<file path="config.mk">
export PLATFORM = sky130hd
export DESIGN_NAME = fifo_replacement_cache
export DESIGN_NICKNAME = d
export VERILOG_FILES = /design/src/sv/frc_pkg.sv /design/src/sv/frc_kv_mem.sv /design/src/sv/fifo_replacement_cache.sv
export SDC_FILE = /design/constraint.sdc
export NUM_CORES = 1
export LEC_CHECK = 0
export BUFFER_PORTS_ARGS = -buffer_cell sky130_fd_sc_hd__buf_2
export CAP_MARGIN = 40
export CORE_ASPECT_RATIO = 1.1
export CORE_MARGIN = 5
export CORE_UTILIZATION = 24
export DETAILED_ROUTE_END_ITERATION = 12
export GPL_TIMING_DRIVEN = 1
export SYNTH_ARGS = -nofsm -noshare
export SYNTH_HDL_FRONTEND = slang
export SYNTH_HIERARCHICAL = 1
export SYNTH_SLANG_ARGS = --single-unit
</file>
<file path="constraint.sdc">
create_clock -name aclk -period 9.9 [get_ports aclk]
set_input_delay 0.495 -clock aclk [delete_from_list [all_inputs] [get_ports aclk]]
set_output_delay 0.495 -clock aclk [all_outputs]
set_load 0.02 [all_outputs]
</file>
<file path="src/sv/frc_pkg.sv">
`timescale 1ns / 1ps

package frc_pkg;

    localparam int CAPACITY_DEF = 16;

    localparam logic MODE_LOOKUP = 1'b0;
    localparam logic MODE_PUT    = 1'b1;

    localparam logic STATUS_OK   = 1'b0;
    localparam logic STATUS_MISS = 1'b1;

    typedef struct packed {
        logic               mode;
        logic signed [31:0] key;
        logic signed [31:0] write_value;
    } frc_in_t;

    typedef struct packed {
        logic               status;
        logic signed [31:0] read_value;
    } frc_out_t;

    typedef enum logic [1:0] {
        ST_IDLE,
        ST_SEARCH,
        ST_VALUE,
        ST_REPLY
    } frc_state_t;

endpackage

</file>
<file path="src/sv/frc_kv_mem.sv">
`timescale 1ns / 1ps

module frc_kv_mem #(
    parameter int CAPACITY = frc_pkg::CAPACITY_DEF,
    localparam int SLOT_W = (CAPACITY > 1) ? $clog2(CAPACITY) : 1
) (
    input  logic                aclk,
    input  logic [SLOT_W-1:0]   key_raddr,
    output logic signed [31:0]  key_rdata,
    input  logic [SLOT_W-1:0]   value_raddr,
    output logic signed [31:0]  value_rdata,
    input  logic                key_we,
    input  logic                value_we,
    input  logic [SLOT_W-1:0]   waddr,
    input  logic signed [31:0]  key_wdata,
    input  logic signed [31:0]  value_wdata
);

    logic signed [31:0] key_mem [CAPACITY];
    logic signed [31:0] value_mem [CAPACITY];

    always_ff @(posedge aclk) begin
        if (key_we) begin
            key_mem[waddr] <= key_wdata;
        end
        key_rdata <= key_mem[key_raddr];
    end

    always_ff @(posedge aclk) begin
        if (value_we) begin
            value_mem[waddr] <= value_wdata;
        end
        value_rdata <= value_mem[value_raddr];
    end

endmodule

</file>
<file path="src/sv/fifo_replacement_cache.sv">
`timescale 1ns / 1ps
// Channel  Ports                      Payload    Carries
// -------  -------------------------  ---------  -------------------------------
// s_       s_valid s_ready s_data     frc_in_t   lookup or put request
// m_       m_valid m_ready m_data     frc_out_t  status and value, one per request
//
// One request at a time. Keys are read from a registered synchronous memory,
// one live slot per cycle from the oldest, so a request searches up to
// live_count slots (at most CAPACITY) before the next s_ready.
// Reset empties the ring (head, tail, count) at once; no memory clearing pass.
// A stalled m_ready holds the result; the next request is taken meanwhile and
// waits in the reply state only if its own result finds m_data still full.

module fifo_replacement_cache #(
    parameter int CAPACITY = frc_pkg::CAPACITY_DEF
) (
    input  logic              aclk,
    input  logic              aresetn,
    input  logic              s_valid,
    output logic              s_ready,
    input  frc_pkg::frc_in_t  s_data,
    output logic              m_valid,
    input  logic              m_ready,
    output frc_pkg::frc_out_t m_data
);

    localparam int SLOT_W = (CAPACITY > 1) ? $clog2(CAPACITY) : 1;
    localparam int CNT_W  = $clog2(CAPACITY + 1);

    function automatic logic [SLOT_W-1:0] ring_next(input logic [SLOT_W-1:0] slot);
        ring_next = (slot == SLOT_W'(CAPACITY - 1)) ? '0 : slot + 1'b1;
    endfunction

    frc_pkg::frc_state_t state_reg, state_next;
    frc_pkg::frc_in_t    req_reg, req_next;
    frc_pkg::frc_out_t   res_reg, res_next;
    frc_pkg::frc_out_t   m_data_reg, m_data_next;
    logic                m_valid_reg, m_valid_next;
    logic [SLOT_W-1:0]   head_reg, head_next;
    logic [SLOT_W-1:0]   tail_reg, tail_next;
    logic [CNT_W-1:0]    count_reg, count_next;
    logic [CNT_W-1:0]    issue_cnt_reg, issue_cnt_next;
    logic [SLOT_W-1:0]   iss_slot_reg, iss_slot_next;
    logic [SLOT_W-1:0]   cmp_slot_reg, cmp_slot_next;
    logic                pend_reg, pend_next;

    logic [SLOT_W-1:0]   key_raddr;
    logic [SLOT_W-1:0]   value_raddr;
    logic signed [31:0]  key_rdata;
    logic signed [31:0]  value_rdata;
    logic                key_we;
    logic                value_we;
    logic [SLOT_W-1:0]   waddr;
    logic signed [31:0]  key_wdata;
    logic signed [31:0]  value_wdata;
    logic                hit;

    frc_kv_mem #(
        .CAPACITY (CAPACITY)
    ) u_mem (
        .aclk        (aclk),
        .key_raddr   (key_raddr),
        .key_rdata   (key_rdata),
        .value_raddr (value_raddr),
        .value_rdata (value_rdata),
        .key_we      (key_we),
        .value_we    (value_we),
        .waddr       (waddr),
        .key_wdata   (key_wdata),
        .value_wdata (value_wdata)
    );

    always_ff @(posedge aclk) begin
        if (!aresetn) begin
            state_reg     <= frc_pkg::ST_IDLE;
            m_valid_reg   <= 1'b0;
            head_reg      <= '0;
            tail_reg      <= '0;
            count_reg     <= '0;
            issue_cnt_reg <= '0;
            iss_slot_reg  <= '0;
            cmp_slot_reg  <= '0;
            pend_reg      <= 1'b0;
        end else begin
            state_reg     <= state_next;
            m_valid_reg   <= m_valid_next;
            head_reg      <= head_next;
            tail_reg      <= tail_next;
            count_reg     <= count_next;
            issue_cnt_reg <= issue_cnt_next;
            iss_slot_reg  <= iss_slot_next;
            cmp_slot_reg  <= cmp_slot_next;
            pend_reg      <= pend_next;
        end
    end

    always_ff @(posedge aclk) begin
        req_reg    <= req_next;
        res_reg    <= res_next;
        m_data_reg <= m_data_next;
    end

    // key data arriving this cycle belongs to cmp_slot_reg
    assign hit = pend_reg && (key_rdata == req_reg.key);

    always_comb begin
        state_next     = state_reg;
        req_next       = req_reg;
        res_next       = res_reg;
        m_data_next    = m_data_reg;
        m_valid_next   = m_valid_reg;
        head_next      = head_reg;
        tail_next      = tail_reg;
        count_next     = count_reg;
        issue_cnt_next = issue_cnt_reg;
        iss_slot_next  = iss_slot_reg;
        cmp_slot_next  = cmp_slot_reg;
        pend_next      = pend_reg;
        s_ready        = 1'b0;
        key_raddr      = iss_slot_reg;
        value_raddr    = cmp_slot_reg;
        key_we         = 1'b0;
        value_we       = 1'b0;
        waddr          = cmp_slot_reg;
        key_wdata      = req_reg.key;
        value_wdata    = req_reg.write_value;

        if (m_valid_reg && m_ready) begin
            m_valid_next = 1'b0;
        end

        case (state_reg)
            frc_pkg::ST_IDLE: begin
                s_ready = 1'b1;
                if (s_valid) begin
                    req_next       = s_data;
                    issue_cnt_next = '0;
                    pend_next      = 1'b0;
                    iss_slot_next  = head_reg;
                    state_next     = frc_pkg::ST_SEARCH;
                end
            end
            frc_pkg::ST_SEARCH: begin
                if (hit) begin
                    pend_next = 1'b0;
                    if (req_reg.mode == frc_pkg::MODE_PUT) begin
                        // overwrite in place, order unchanged
                        value_we   = 1'b1;
                        res_next   = '{status: frc_pkg::STATUS_OK, read_value: '0};
                        state_next = frc_pkg::ST_REPLY;
                    end else begin
                        state_next = frc_pkg::ST_VALUE;
                    end
                end else if (issue_cnt_reg < count_reg) begin
                    pend_next      = 1'b1;
                    cmp_slot_next  = iss_slot_reg;
                    iss_slot_next  = ring_next(iss_slot_reg);
                    issue_cnt_next = issue_cnt_reg + 1'b1;
                end else begin
                    pend_next = 1'b0;
                    if (req_reg.mode == frc_pkg::MODE_PUT) begin
                        key_we    = 1'b1;
                        value_we  = 1'b1;
                        waddr     = tail_reg;
                        tail_next = ring_next(tail_reg);
                        if (count_reg == CNT_W'(CAPACITY)) begin
                            head_next = ring_next(head_reg);
                        end else begin
                            count_next = count_reg + 1'b1;
                        end
                        res_next = '{status: frc_pkg::STATUS_OK, read_value: '0};
                    end else begin
                        res_next = '{status: frc_pkg::STATUS_MISS, read_value: '0};
                    end
                    state_next = frc_pkg::ST_REPLY;
                end
            end
            frc_pkg::ST_VALUE: begin
                res_next   = '{status: frc_pkg::STATUS_OK, read_value: value_rdata};
                state_next = frc_pkg::ST_REPLY;
            end
            frc_pkg::ST_REPLY: begin
                if (!m_valid_reg || m_ready) begin
                    m_valid_next = 1'b1;
                    m_data_next  = res_reg;
                    state_next   = frc_pkg::ST_IDLE;
                end
            end
            default: begin
                state_next = frc_pkg::ST_IDLE;
            end
        endcase
    end

    assign m_valid = m_valid_reg;
    assign m_data  = m_data_reg;

endmodule

</file>
==> results of run 1 <==
synth_stat cells, drive strengths merged (7+ instances only):
cell	count	area [µm²]
nor4	7	43.8
a22oi	128	961
nor2b	9	56.3
nor2	41	154
ha	14	175
xnor2	13	114
nor3	10	66.3
o21ai	12	60.1
nand2b	7	43.8
edfxtp	1155	34700
and2	34	213
mux4	256	5770
nand4	12	75.1
clkbuf	51	191
inv	15	58.8
nand3	17	85.1
xor2	19	166
dfxtp	94	1880
a21oi	7	35.0
nand2	110	413
mux2i	15	150
buf	55	302
per-layer routing:
| layer | vias to the layer above | GRT usage (%) | share of wire [%] |
|---|---|---|---|
| li1 | 9369 | - | - |
| met5 | - | 0 | 0.033 |
| met4 | 6 | 2.68 | 2.3 |
| met3 | 144 | 1.53 | 4.5 |
| met2 | 535 | 16.6 | 49 |
| met1 | 11400 | 13.5 | 44 |
power by group:
part	switching, mW	internal (mW)
logic	0.616	0.341
registers	0.350	6.40
clock network	1.92	2.58
repair_timing:
action | CTS | global route
resized for setup | 0 | 0
endpoints found under the hold margin | 57 | 0
hold buffers | 57 | 0
area by class of cell:
class,count,area [µm²],area share [%]
Sequential cell,1249,36600,66.6
Multi-Input combinational cell,777,9420,17.1
Clock buffer,178,3390,6.18
Tap cell,2565,3210,5.84
Timing Repair Buffer,218,1750,3.19
Clock inverter,47,509,0.927
Inverter,15,61.3,0.112
kinds of logic (layout without fill, tap and decap cells):
group	after synthesis	in the layout	synth area share, %
compound gates	185	185	2.92
xor+xnor	32	32	0.606
fa+ha+maj	14	14	0.379
buf+inv	121	458	1.19
flops	1249	1249	79.1
mux	275	275	12.9
simple gates	271	271	2.86
worst min path at each step:
stage / from / to / cells after the start
6_report: s_data[55] / key_wdata[23] / 1
5_1_grt: s_data[58] / key_wdata[26] / 1
4_1_cts: s_data[45] / key_wdata[13] / 1
3_5_place_dp: res_reg[16] / m_data[16] / 0
3_3_place_gp: res_reg[23] / m_data[23] / 0
2_1_floorplan: res_reg[0] / m_data[0] / 0
worst max-delay path, delay by kind of cell, from the launching register on:
kind / cells / cell delay [ns]
xor+xnor: 1 / 0.41
buf+inv: 3 / 1.04
simple gates: 6 / 1.95
mux: 1 / 0.32
flops: 1 / 0.61
metrics by stage:
step / total power, mW / instance area (µm²) / instances
final: 12.2 / 54900 / 5049
after global routing: 12.7 / 54900 / 5049
after CTS: 12.4 / 54900 / 5049
after detailed placement: 7.83 / 50400 / 4767
after global placement: 7.78 / 50100 / 4752
after floorplan: 7.28 / 46200 / 2147
==> impl_metrics.env, run 1 <==
export IMPL_postRouteAntennaNets=0
export IMPL_post_cts_buffers=0
export IMPL_ys_seq_elements=1249
export IMPL_synth_edf_count=1155
export IMPL_num_vias=21400
export IMPL_avgSynthCellArea_um2=21.5
export IMPL_die_w_um=428
export IMPL_slowest_delay_ns=0.61
export IMPL_finalMaxSlewViolations=0
export IMPL_clkSlewWorstSetupHoldPaths_ns=0.06
export IMPL_dieHeight_um=470
export IMPL_startpoint="key_wdata[9]"
export IMPL_core_area_um2=192000
export IMPL_synth_cells=2147
export IMPL_detailed_place_hpwl_um=57300
export IMPL_setup_ws_ns=5.14
export IMPL_cts_root_buf="clkbuf_16"
export IMPL_clock_sinks=1249
export IMPL_top_regs="u_mem/key_mem x512, u_mem/value_mem x512"
export IMPL_grt_remaining_overflow=0
export IMPL_dr_pass1_iters=5
export IMPL_required_ns=10.23
export IMPL_slew_headroom_pct=42.7
export IMPL_p_leak_nw=16.7
export IMPL_drt_iter0_drc=1772
export IMPL_via_per_inst=4.25
export IMPL_finalWirelength_um=102000
export IMPL_hp_class="in2reg"
export IMPL_htree_num_levels=3
export IMPL_synth_warnings=6
export IMPL_io_buffers=103
export IMPL_synth_main_ff_cell="edfxtp_1"
export IMPL_worst_pin_slew_ns=0.859
export IMPL_cp_arrival_ns=5.09
export IMPL_grt_pass1_wl_um=152000
export IMPL_hold_viol=0
export IMPL_status="complete, no violations"
export IMPL_async_reset_ff_share_pct=0
export IMPL_synth_distinct_cells=54
export IMPL_period_share_pct=48.1
export IMPL_vdd_drop_max_mv=0.164
export IMPL_final_common_cell="edfxtp_1"
export IMPL_critPathMostFrequentCell="buf_4"
export IMPL_final_layout_size_suffix_gt1_share_pct=26.2
export IMPL_netlist_area_um2=46200
export IMPL_fin_skew_ns=0.0261
export IMPL_tns_ns=0
export IMPL_utilization_pct=28.6
export IMPL_rrSetupSlack_ns=5.14
export IMPL_crit_path_end_kind="flop"
export IMPL_worstReg2RegStart="key_wdata[9]"
export IMPL_setup_viol=0
export IMPL_synth_seq_area_share_pct=79.1
export IMPL_area_delta_synth_final_pct=18.8
export IMPL_worst_hold_slack_ns=0.0341
export IMPL_reg2reg_to="u_mem/key_mem[13][17]"
export IMPL_powerDensity_nw_per_um2=222
export IMPL_cts_buffers=118
export IMPL_startpoint_type="flop"
export IMPL_rsz0062_at_grt="no"
export IMPL_fmax_mhz=210
export IMPL_drc=0
export IMPL_path_max_fanout=32
export IMPL_crit_type="reg2reg"
export IMPL_antenna_found_initial=15
export IMPL_nets=2462
export IMPL_die_area_um2=201000
export IMPL_place_gp_congestion=0.716
export IMPL_crit_chain="xnor2_1 > nand4_1 > or4_1 > nor3_4 > buf_4 > or3_1 > inv_4 > mux2_4 > nand2b_1 > nor2_4 > buf_4"
export IMPL_cts_buffer_depth=3
export IMPL_wire_per_inst_um=20.2
export IMPL_start_util_pct=24.0
export IMPL_rows=169
export IMPL_clk_latency_ns=0.72
export IMPL_reg2reg_depth=11
export IMPL_grt_start_max_net_pins=94
export IMPL_cp_endpoint="u_mem/key_mem[13][17]"
export IMPL_cap_violations=0
export IMPL_grt_pass1_vias=22600
export IMPL_grt_use_total_pct=9.94
export IMPL_fillCellCount=18800
export IMPL_dp_slack_ns=5.13
export IMPL_diodes=0
export IMPL_syn_nets=2230
export IMPL_cts_tree="done"
export IMPL_cpMaxStageDelayCell="edfxtp_1"
export IMPL_post_route_min_period_ns=4.76
export IMPL_ios=104
export IMPL_layout_common_cells="edfxtp_1 (1155), mux4_2 (256), a22oi_1 (128)"
Note: power is estimated with default switching activity, not from simulation.
==> inputs of run 2 (changes only) <==
- ABC_AREA: default -> 1
- clock period: 9.9 -> 3.9 ns (I/O delays scaled with it)
==> run 2 against run 1 <==
Net effect:
- utilization shrank 0.26 points
- die area grew 13%
- register-to-register slack lost 4.9 ns
- critical path type unchanged
- largest power group unchanged
==> impl_metrics.env, run 2 <==
export IMPL_status="complete, no violations"
export IMPL_hp_start="s_valid"
export IMPL_cts_buffer_depth=3
export IMPL_worst_hold_slack_ns=0.0824
export IMPL_dp_slack_ns=0.290
export IMPL_rrSetupSlack_ns=0.25
export IMPL_ys_seq_elements=1249
export IMPL_hold_viol=0
export IMPL_cts_tree="done"
export IMPL_rsz0062_at_grt="no"
export IMPL_synth_main_ff_cell="edfxtp_1"
export IMPL_crit_type="reg2reg"
export IMPL_p_seq_share_pct=46.8
export IMPL_clkSlewWorstSetupHoldPaths_ns=0.06
export IMPL_final_common_cell="nand2_1"
export IMPL_syn_nets=5008
export IMPL_synth_distinct_cells=34
export IMPL_netSwitchingFraction_pct=31.9
export IMPL_power_internal_mw=25.1
export IMPL_finalMaxSlewViolations=0
export IMPL_yosysTopAreaCell="edfxtp_1"
export IMPL_netlist_area_um2=52300
export IMPL_synth_seq_area_share_pct=70.0
export IMPL_startpoint_type="flop"
export IMPL_place_gp_congestion=0.819
export IMPL_pwr_share_clk_pct=31.3
export IMPL_synth_edf_count=1155
export IMPL_grt_use_total_pct=11.7
export IMPL_avgSynthCellArea_um2=10.6
export IMPL_finalWirelength_um=136000
export IMPL_dieHeight_um=499
export IMPL_dr_pass1_iters=5
export IMPL_cts_root_buf="clkbuf_16"
export IMPL_cap_violations=0
export IMPL_io_buffers=103
export IMPL_path_max_fanout=18
export IMPL_nets=5190
export IMPL_p_leak_nw=25.1
export IMPL_rows=179
export IMPL_core_area_um2=217000
export IMPL_synth_warnings=6
export IMPL_synth_cells=4925
export IMPL_crit_path_end_kind="flop"
export IMPL_grt_start_max_net_pins=155
export IMPL_die_area_um2=227000
export IMPL_drc=0
export IMPL_cts_resized=0
export IMPL_fmax_mhz=274
export IMPL_antenna_found_initial=10
export IMPL_cts_buffers=120
export IMPL_netlist_top_cells_count="nand2_1 (1549), edfxtp_1 (1155), inv_1 (903)"
export IMPL_grt_pass1_wl_um=204000
export IMPL_final_layout_size_suffix_gt1_share_pct=8.69
export IMPL_netlist_area_leader_share_pct=66.4
export IMPL_fin_skew_ns=0.0312
export IMPL_detailed_place_hpwl_um=80800
export IMPL_switchingPower_mw=11.7
export IMPL_slew_headroom_pct=39.0
export IMPL_die_w_um=455
export IMPL_wire_per_inst_um=16.7
export IMPL_hold_depth=6
export IMPL_async_reset_ff_share_pct=0
export IMPL_top_regs="u_mem/key_mem x512, u_mem/value_mem x512"
export IMPL_start_util_pct=24.1
export IMPL_min_to="state_reg[1]"
export IMPL_period_share_pct=93.7
export IMPL_clock_sinks=1249
export IMPL_area_delta_synth_final_pct=17.3
export IMPL_final_design_area_no_fill_um2=61300
export IMPL_p_comb_share_pct=21.8
export IMPL_grt_remaining_overflow=0
export IMPL_reg2reg_depth=14
export IMPL_synthTopCellsByArea="edfxtp_1 (66%), nand2_1 (11%), nand3_1 (7.6%)"
export IMPL_hp_class="in2reg"
export IMPL_setup_viol=0
export IMPL_required_ns=4.34
export IMPL_fillCellCount=22300
export IMPL_cp_arrival_ns=4.10
export IMPL_post_route_min_period_ns=3.65
export IMPL_drt_iter0_drc=2805
export IMPL_powerDensity_nw_per_um2=600
export IMPL_utilization_pct=28.3
export IMPL_clk_latency_ns=0.75
export IMPL_layout_common_cells="nand2_1 (1549), edfxtp_1 (1155), inv_1 (900)"
export IMPL_setup_ws_ns=0.246
export IMPL_diodes=0
export IMPL_vdd_drop_max_mv=0.443
export IMPL_htree_num_levels=3
export IMPL_num_vias=33700
export IMPL_via_per_inst=4.15
export IMPL_reg2reg_to="u_mem/value_mem[5][7]"
export IMPL_grt_pass1_vias=32900
export IMPL_dpl_instance_area_um2=56800
export IMPL_yosysMostFrequentCell="nand2_1"
export IMPL_worstReg2RegStart="key_wdata[0]"
export IMPL_ios=104
export IMPL_postRouteAntennaNets=0
export IMPL_worst_pin_slew_ns=0.913
==> run 2: cell families (layout without fill, tap and decap cells) <==
logic type,count (synthesis),after routing,synth area share [%]
fa+ha+maj,14,14,0.335
xor+xnor,9,9,0.151
simple gates,2463,2463,19.7
compound gates,58,58,0.563
flops,1249,1249,70.0
buf+inv,1132,1422,9.25
==> run 2: worst max path at each step <==
stage | start | endpoint | slack, ns | cells past startpoint
2_1_floorplan | count_reg[2] | u_mem/key_mem[11][0] | -0.93 | 13
3_3_place_gp | key_wdata[0] | u_mem/value_mem[5][9] | 0.36 | 14
3_5_place_dp | key_wdata[0] | u_mem/value_mem[15][14] | 0.29 | 13
4_1_cts | key_wdata[0] | u_mem/value_mem[15][20] | 0.24 | 13
5_1_grt | key_wdata[0] | u_mem/value_mem[15][8] | 0.03 | 13
6_report | key_wdata[0] | u_mem/value_mem[5][7] | 0.25 | 14
==> run 2: through the flow <==
| stage | power [mW] | std cells | setup TNS (ns) |
|---|---|---|---|
| floorplan | 22.5 | 4925 | -176.16 |
| global placement | 25.5 | 7811 | 0 |
| detailed placement | 25.6 | 7814 | 0 |
| CTS | 37.2 | 8111 | 0 |
| global route | 38.7 | 8111 | 0 |
| finish | 36.8 | 8111 | 0 |
==> run 2: timing repair <==
action | in CTS | in global routing
hold buffers | 67 | 0
hold endpoints to repair | 84 | 0
setup endpoints to repair | 0 | 0
buffers inserted | 0 | 0
==> run 2: per-layer routing <==
layer	share of wire, %	up-vias	track usage [%]
met5	0.017	-	0
met1	42	16200	15.0
li1	-	16300	-
met2	49	983	20.0
met3	5.6	197	1.88
met4	3.0	4	3.70
==> run 2: cell type report <==
type                            count  area, µm²  area share [%]
Inverter                          909       3430            5.60
Multi-Input combinational cell   2544      11100            18.2
Clock buffer                      162       3250            5.30
Timing Repair Buffer              283       2650            4.31
Sequential cell                  1249      36600            59.7
Clock inverter                     68        656            1.07
Tap cell                         2896       3620            5.91
==> run 2: power groups by stage <==
stage | Sequential [mW] | Combinational [mW] | Clock, mW
floorplan | 17.2 | 5.31 | 0
global placement | 17.5 | 7.97 | 0
detailed placement | 17.6 | 8.07 | 0
CTS | 17.3 | 8.15 | 11.8
global route | 17.4 | 8.91 | 12.4
finish | 17.2 | 8.03 | 11.5
==> run 2: worst max-delay path, cell delays in order, from the launching register on <==
cell	delay, ns
edfxtp_1	0.72
inv_1	0.10
nand2_1	0.10
nand3_1	0.07
nand3b_1	0.20
nor2_1	0.20
nand3_2	0.22
nand2_2	0.12
inv_1	0.08
o21ai_0	0.48
nand2_1	0.15
inv_1	0.12
nand2_1	0.14
nor2_4	0.40
buf_12	0.22
